## src/rtl/tia_pkg.sv

```systemverilog
// Shared types and constants for the table interpolation block.
// Used by the scan cells, the serial divider and the top level.
package tia_pkg;

   localparam int WL_W   = 16;
   localparam int PROB_W = 17;
   localparam int RND_W  = 16;
   localparam int IDX_W  = 6;
   localparam int CNT_IN_W = 7;

   // quotient magnitude stays below 2**17, numerator below 2**33
   localparam int NUM_W  = 33;
   localparam int DEN_W  = 16;
   localparam int QUO_W  = 17;
   localparam int DIV_STEPS = QUO_W;
   localparam int DIV_CNT_W = $clog2(DIV_STEPS + 1);

   localparam logic [PROB_W-1:0] PROB_ONE = 17'h10000;

   localparam logic FUNC_LOAD  = 1'b0;
   localparam logic FUNC_QUERY = 1'b1;

   localparam logic CSR_QE_ENABLED  = 1'b0;
   localparam logic CSR_POINT_COUNT = 1'b1;

   localparam logic [1:0] ST_OK       = 2'd0;
   localparam logic [1:0] ST_RANGE    = 2'd1;
   localparam logic [1:0] ST_EMPTY    = 2'd2;
   localparam logic [1:0] ST_DISABLED = 2'd3;

   // query token handed from cell to cell
   typedef struct packed {
      logic              valid;
      logic              found;
      logic              exact;
      logic              range;
      logic [WL_W-1:0]   lam;
      logic [WL_W-1:0]   pw;
      logic [PROB_W-1:0] pp;
      logic [WL_W-1:0]   hw;
      logic [PROB_W-1:0] hp;
   } tia_token_type;

   // table entry write broadcast to all cells
   typedef struct packed {
      logic              en;
      logic [IDX_W-1:0]  idx;
      logic [WL_W-1:0]   w;
      logic [PROB_W-1:0] p;
   } tia_load_type;

endpackage

```

## src/rtl/tia_divider.sv

```systemverilog
// Restoring divider, one quotient bit per cycle.
// Depends on tia_pkg for the operand widths.
module tia_divider
   import tia_pkg::*;
(
   input  logic              clock,
   input  logic              reset,
   input  logic              start,
   input  logic [NUM_W-1:0]  num,
   input  logic [DEN_W-1:0]  den,
   output logic              done,
   output logic [QUO_W-1:0]  quotient
);

   logic [DEN_W-1:0]     rem_ff, rem_in;
   logic [QUO_W-1:0]     sh_ff, sh_in;
   logic [DEN_W-1:0]     den_ff, den_in;
   logic [DIV_CNT_W-1:0] cnt_ff, cnt_in;
   logic                 busy_ff, busy_in;
   logic                 done_ff, done_in;
   logic [DEN_W:0]       trial;
   logic [DEN_W:0]       diff;
   logic                 qbit;

   always_comb begin
      trial   = {rem_ff, sh_ff[QUO_W-1]};
      diff    = trial - {1'b0, den_ff};
      qbit    = (trial >= {1'b0, den_ff});
      rem_in  = rem_ff;
      sh_in   = sh_ff;
      den_in  = den_ff;
      cnt_in  = cnt_ff;
      busy_in = busy_ff;
      done_in = 1'b0;
      if (start) begin
         // high numerator bits are already below the divisor
         rem_in  = num[NUM_W-1:QUO_W];
         sh_in   = num[QUO_W-1:0];
         den_in  = den;
         cnt_in  = DIV_CNT_W'(DIV_STEPS);
         busy_in = 1'b1;
      end else if (busy_ff) begin
         rem_in = qbit ? diff[DEN_W-1:0] : trial[DEN_W-1:0];
         sh_in  = {sh_ff[QUO_W-2:0], qbit};
         cnt_in = cnt_ff - 1'b1;
         if (cnt_ff == DIV_CNT_W'(1)) begin
            busy_in = 1'b0;
            done_in = 1'b1;
         end
      end
   end

   always_ff @(posedge clock) begin
      if (reset) begin
         busy_ff <= 1'b0;
         done_ff <= 1'b0;
         cnt_ff  <= '0;
      end else begin
         busy_ff <= busy_in;
         done_ff <= done_in;
         cnt_ff  <= cnt_in;
      end
   end

   always_ff @(posedge clock) begin
      rem_ff <= rem_in;
      sh_ff  <= sh_in;
      den_ff <= den_in;
   end

   assign done     = done_ff;
   assign quotient = sh_ff;

endmodule
```

## config.mk

```make
export PLATFORM = sky130hd
export DESIGN_NAME = tia_divider
export DESIGN_NICKNAME = d
export VERILOG_FILES = /design/src/rtl/tia_pkg.sv /design/src/rtl/tia_divider.sv
export SDC_FILE = /design/constraint.sdc
export NUM_CORES = 1
export LEC_CHECK = 0
export BUFFER_PORTS_ARGS = -buffer_cell sky130_fd_sc_hd__buf_2
export CAP_MARGIN = 15
export CORE_ASPECT_RATIO = 0.6
export CORE_MARGIN = 8
export CORE_UTILIZATION = 50
export DETAILED_ROUTE_END_ITERATION = 8
export PLACE_DENSITY = 0.77
export SETUP_SLACK_MARGIN = 0.5
export SYNTH_ARGS = -nofsm -noshare
export SYNTH_HDL_FRONTEND = slang
export SYNTH_SLANG_ARGS = --single-unit
```

## constraint.sdc

```tcl
create_clock -name clock -period 2.3 [get_ports clock]
set_input_delay 0.115 -clock clock [delete_from_list [all_inputs] [get_ports clock]]
set_output_delay 0.115 -clock clock [all_outputs]
set_load 0.01 [all_outputs]
```

==> impl_metrics.env <==
export IMPL_outcome="finished with violations"
export IMPL_failed_checks="negative setup slack"
export IMPL_vdd_drop_max_uv=433.9
export IMPL_yosysSeqAreaShare_pct=48.13
export IMPL_max_cap_viol_count=0
export IMPL_clkSlewWorstSetupHoldPaths_ns=0.11
export IMPL_detailroute_via_count=3052
export IMPL_crit_chain="ha_4 > a21o_1 > a221oi_4 > a21boi_2 > buf_4 > a2111o_2 > nand4_1 > a31oi_1"
export IMPL_cts_root_to_sink_buffers=2
export IMPL_crit_reg2reg_capture="rem_ff[12]"
export IMPL_finalSetupViolations=17
export IMPL_drt_vias_per_instance=5.569
export IMPL_ioPinCount=70
export IMPL_grt_start_max_net_pins=57
export IMPL_route_antenna_remaining_nets=0
export IMPL_wire_length_of_the_first_global_routing_pass_microns=15010
export IMPL_h_tree_depth=2
export IMPL_grt_antenna_before_repair=0
export IMPL_synth_edf_count=49
export IMPL_drt_pre_antenna_iters=4
export IMPL_worstRegToRegCells=8
export IMPL_period_share_pct=114.5
export IMPL_p_leak_uw=0.002085
export IMPL_avgSynthCellArea_sq_um=11.05
export IMPL_worstPathMaxFanout=7
export IMPL_power_per_cell_area_nw_per_um2=982.9
export IMPL_post_route_worst_setup_slack_ns=-0.3340
export IMPL_grt_pass1_vias=3028
export IMPL_max_slew_worst_pin_slew_ns=0.6209
export IMPL_endpoint_of_the_worst_setup_timing_path="rem_ff[12]"
export IMPL_grt_setup_unrepaired="true"
export IMPL_area_growth_syn_to_layout_pct=45.40
export IMPL_hold_viol=0
export IMPL_synth_compound_area_share_pct=17.49
export IMPL_worst_slew_margin_rel_pct=58.17
export IMPL_dpl_hpwl_microns=6616
export IMPL_place_port_buffers=69
export IMPL_timing_max_transition_violations_final=0
export IMPL_critical_path_required_ns=2.34
export IMPL_groute_usage_overall_pct=19.53
export IMPL_muxShareOfSynthArea_pct=6.054
export IMPL_timing_critical_path_max_delay_family="compound AO/OA/AOI/OAI gates"
export IMPL_slowest_stage="sky130_fd_sc_hd__a2111o_2"
export IMPL_mostFrequentLayoutCells="69 x sky130_fd_sc_hd__buf_2, 69 x sky130_fd_sc_hd__buf_4, 49 x sky130_fd_sc_hd__edfxtp_1"
export IMPL_ys_flop_type="sky130_fd_sc_hd__edfxtp_1"
export IMPL_yosys_area_share_simple_pct=13.23
export IMPL_n_fill_cell=449
export IMPL_ys_warnings_count=0
export IMPL_cts_tree="done"
export IMPL_netlist_area_leader_share_pct=43.95
export IMPL_drt_iter0_drc=314
export IMPL_die_x_microns=121.6
export IMPL_layout_drive_gt1_share_pct=46.64
export IMPL_synth_xor_area_share_pct=3.139
export IMPL_die_area_sq_um=9657
export IMPL_n_antenna_cell=0
export IMPL_clock_fmax_ghz=0.3796
export IMPL_num_nets_final=531
export IMPL_worst_hold_path_type="primary input to flop"
export IMPL_synth_top_cells_by_area="sky130_fd_sc_hd__edfxtp_1 44%, sky130_fd_sc_hd__ha_1 6.7%, sky130_fd_sc_hd__mux2_2 6.1%"
export IMPL_clk_insertion_delay_late_ns=0.31
export IMPL_drc=0
export IMPL_synth_fa_ha_area_share_pct=7.324
export IMPL_crit_buf_inv=1
export IMPL_synth_fp_nets=374
export IMPL_skew_ns=0.004185
export IMPL_path_depth=8
export IMPL_synth_top_family_by_area="compound AO/OA/AOI/OAI gates"
export IMPL_regToRegSetupSlack_ns=-0.33
export IMPL_post_synth_instance_area_sq_um=3348
export IMPL_grt_remaining_overflow=0
export IMPL_root_buffer="sky130_fd_sc_hd__clkbuf_8"
export IMPL_critPathLaunch="rem_ff[5]"
export IMPL_numClockSinks=56
export IMPL_drt_total_wl_microns=9585
export IMPL_wl_per_cell_microns=17.49
export IMPL_setup_worst_path_end_class="flop"
export IMPL_critical_path_arrival_ns=2.68
export IMPL_setup_worst_path_class="flop to flop"
export IMPL_cts_inserted_buffers=5
export IMPL_tns_ns=-4.650
export IMPL_yosys_reg_bits=56
export IMPL_period_needed_ns=2.634
export IMPL_postSynth_asyncResetShare_pct=0
export IMPL_syn_instance_count=303
export IMPL_cp_slowest_stage_delay_ns=0.53
export IMPL_placement_rows=23
export IMPL_beginning_of_the_worst_register_to_register_path="rem_ff[5]"
export IMPL_initial_core_util_pct=50.81
export IMPL_yosys_area_top_type="sky130_fd_sc_hd__edfxtp_1"
export IMPL_worstSetupStartpointType="flop"
export IMPL_hold_slack_ns=0.04448
export IMPL_place_gp_congestion=0.8944
export IMPL_core_area_sq_um=6590
export IMPL_synth_cell_type_count=61
export IMPL_height_of_the_die_microns=79.39
==> cell families after synthesis <==
family / Yosys count
muxes: 18
DFF: 56
xor gates and xnor gates: 12
adders and majority gates: 19
and+or+nand+nor: 83
buffers and inverters: 38
AOI/OAI and AO/OA: 77
==> worst min-delay path by stage <==
| stage | endpoint | from | cells after the start |
|---|---|---|---|
| after global routing | cnt_ff[0] | reset | 2 |
| after detailed placement | den_ff[8] | den[8] | 1 |
| after floorplan | cnt_ff[0] | reset | 1 |
| after CTS | cnt_ff[4] | reset | 2 |
| final | cnt_ff[4] | reset | 2 |
| after global placement | den_ff[5] | den[5] | 1 |
==> state kept, by name, indices dropped and copies added, names as in the netlist <==
signal and cells:
cnt_ff 5, busy_ff 1, quotient 17, den_ff 16, done 1, rem_ff 16
==> metal layers <==
| layer | up-vias | routed length (microns) | track usage (%) |
|---|---|---|---|
| li1 | 1461 | - | - |
| met1 | 1416 | 4359 | 26.08 |
| met2 | 157 | 4160 | 30.09 |
| met3 | 18 | 955 | 5.791 |
| met4 | 0 | 111 | 5.630 |
| met5 | - | 0 | 0 |
==> through the flow <==
step           setup WS (ns)  util (%)  instances  total power (uW)  area (sq um)
3_3_place_gp         -0.2398     66.00        505              3693          4349
3_5_place_dp         -0.3317     66.00        505              3752          4349
6_report             -0.3340     73.88        548              4785          4868
2_1_floorplan        -0.1236         -        303              2894          3492
5_1_grt              -0.3915     73.88        548              5057          4868
4_1_cts              -0.2627     71.86        538              4523          4736
==> final cells by class <==
| type | instances | area (sq um) | share of cell area [%] |
|---|---|---|---|
| Multi-Input combinational cell | 210 | 1839 | 37.78 |
| Tap cell | 87 | 108.9 | 2.236 |
| Inverter | 26 | 97.59 | 2.005 |
| Clock buffer | 5 | 68.82 | 1.414 |
| Sequential cell | 56 | 1612 | 33.10 |
| Timing Repair Buffer | 161 | 1120 | 23.00 |
| Clock inverter | 3 | 22.52 | 0.4626 |
==> report_power, final <==
group	leakage [uW]	internal, uW	switching (uW)
clock	0.0000485	220	348
sequential	0.000545	1330	122
combinational	0.00149	1390	1380
==> cells in the mapped netlist (all sizes together), types with 2 or more instances <==
cell type / number
o311ai: 2
nand3: 11
a21boi: 2
clkbuf: 7
ha: 18
o211ai: 4
a2111oi: 3
a221o: 2
xor2: 3
mux2: 18
buf: 5
nor4b: 3
nor2: 18
nor2b: 2
a31oi: 10
nand2b: 3
nor4: 4
or3: 4
and2: 3
dfxtp: 7
a21oi: 16
edfxtp: 49
a221oi: 2
o21ai: 12
xnor2: 9
nor3: 9
o21a: 3
inv: 26
nand2: 18
a211oi: 5
nand4: 3
a21o: 6
==> what timing repair did <==
action,in CTS,in global routing
pin swaps,11,19
gates resized for setup,15,13
hold buffers,16,0
endpoints found under the hold margin,16,0
buffers inserted,8,10
gates cloned,1,0
endpoints found under the setup margin,17,17
Note: power is estimated with default switching activity, not from simulation.
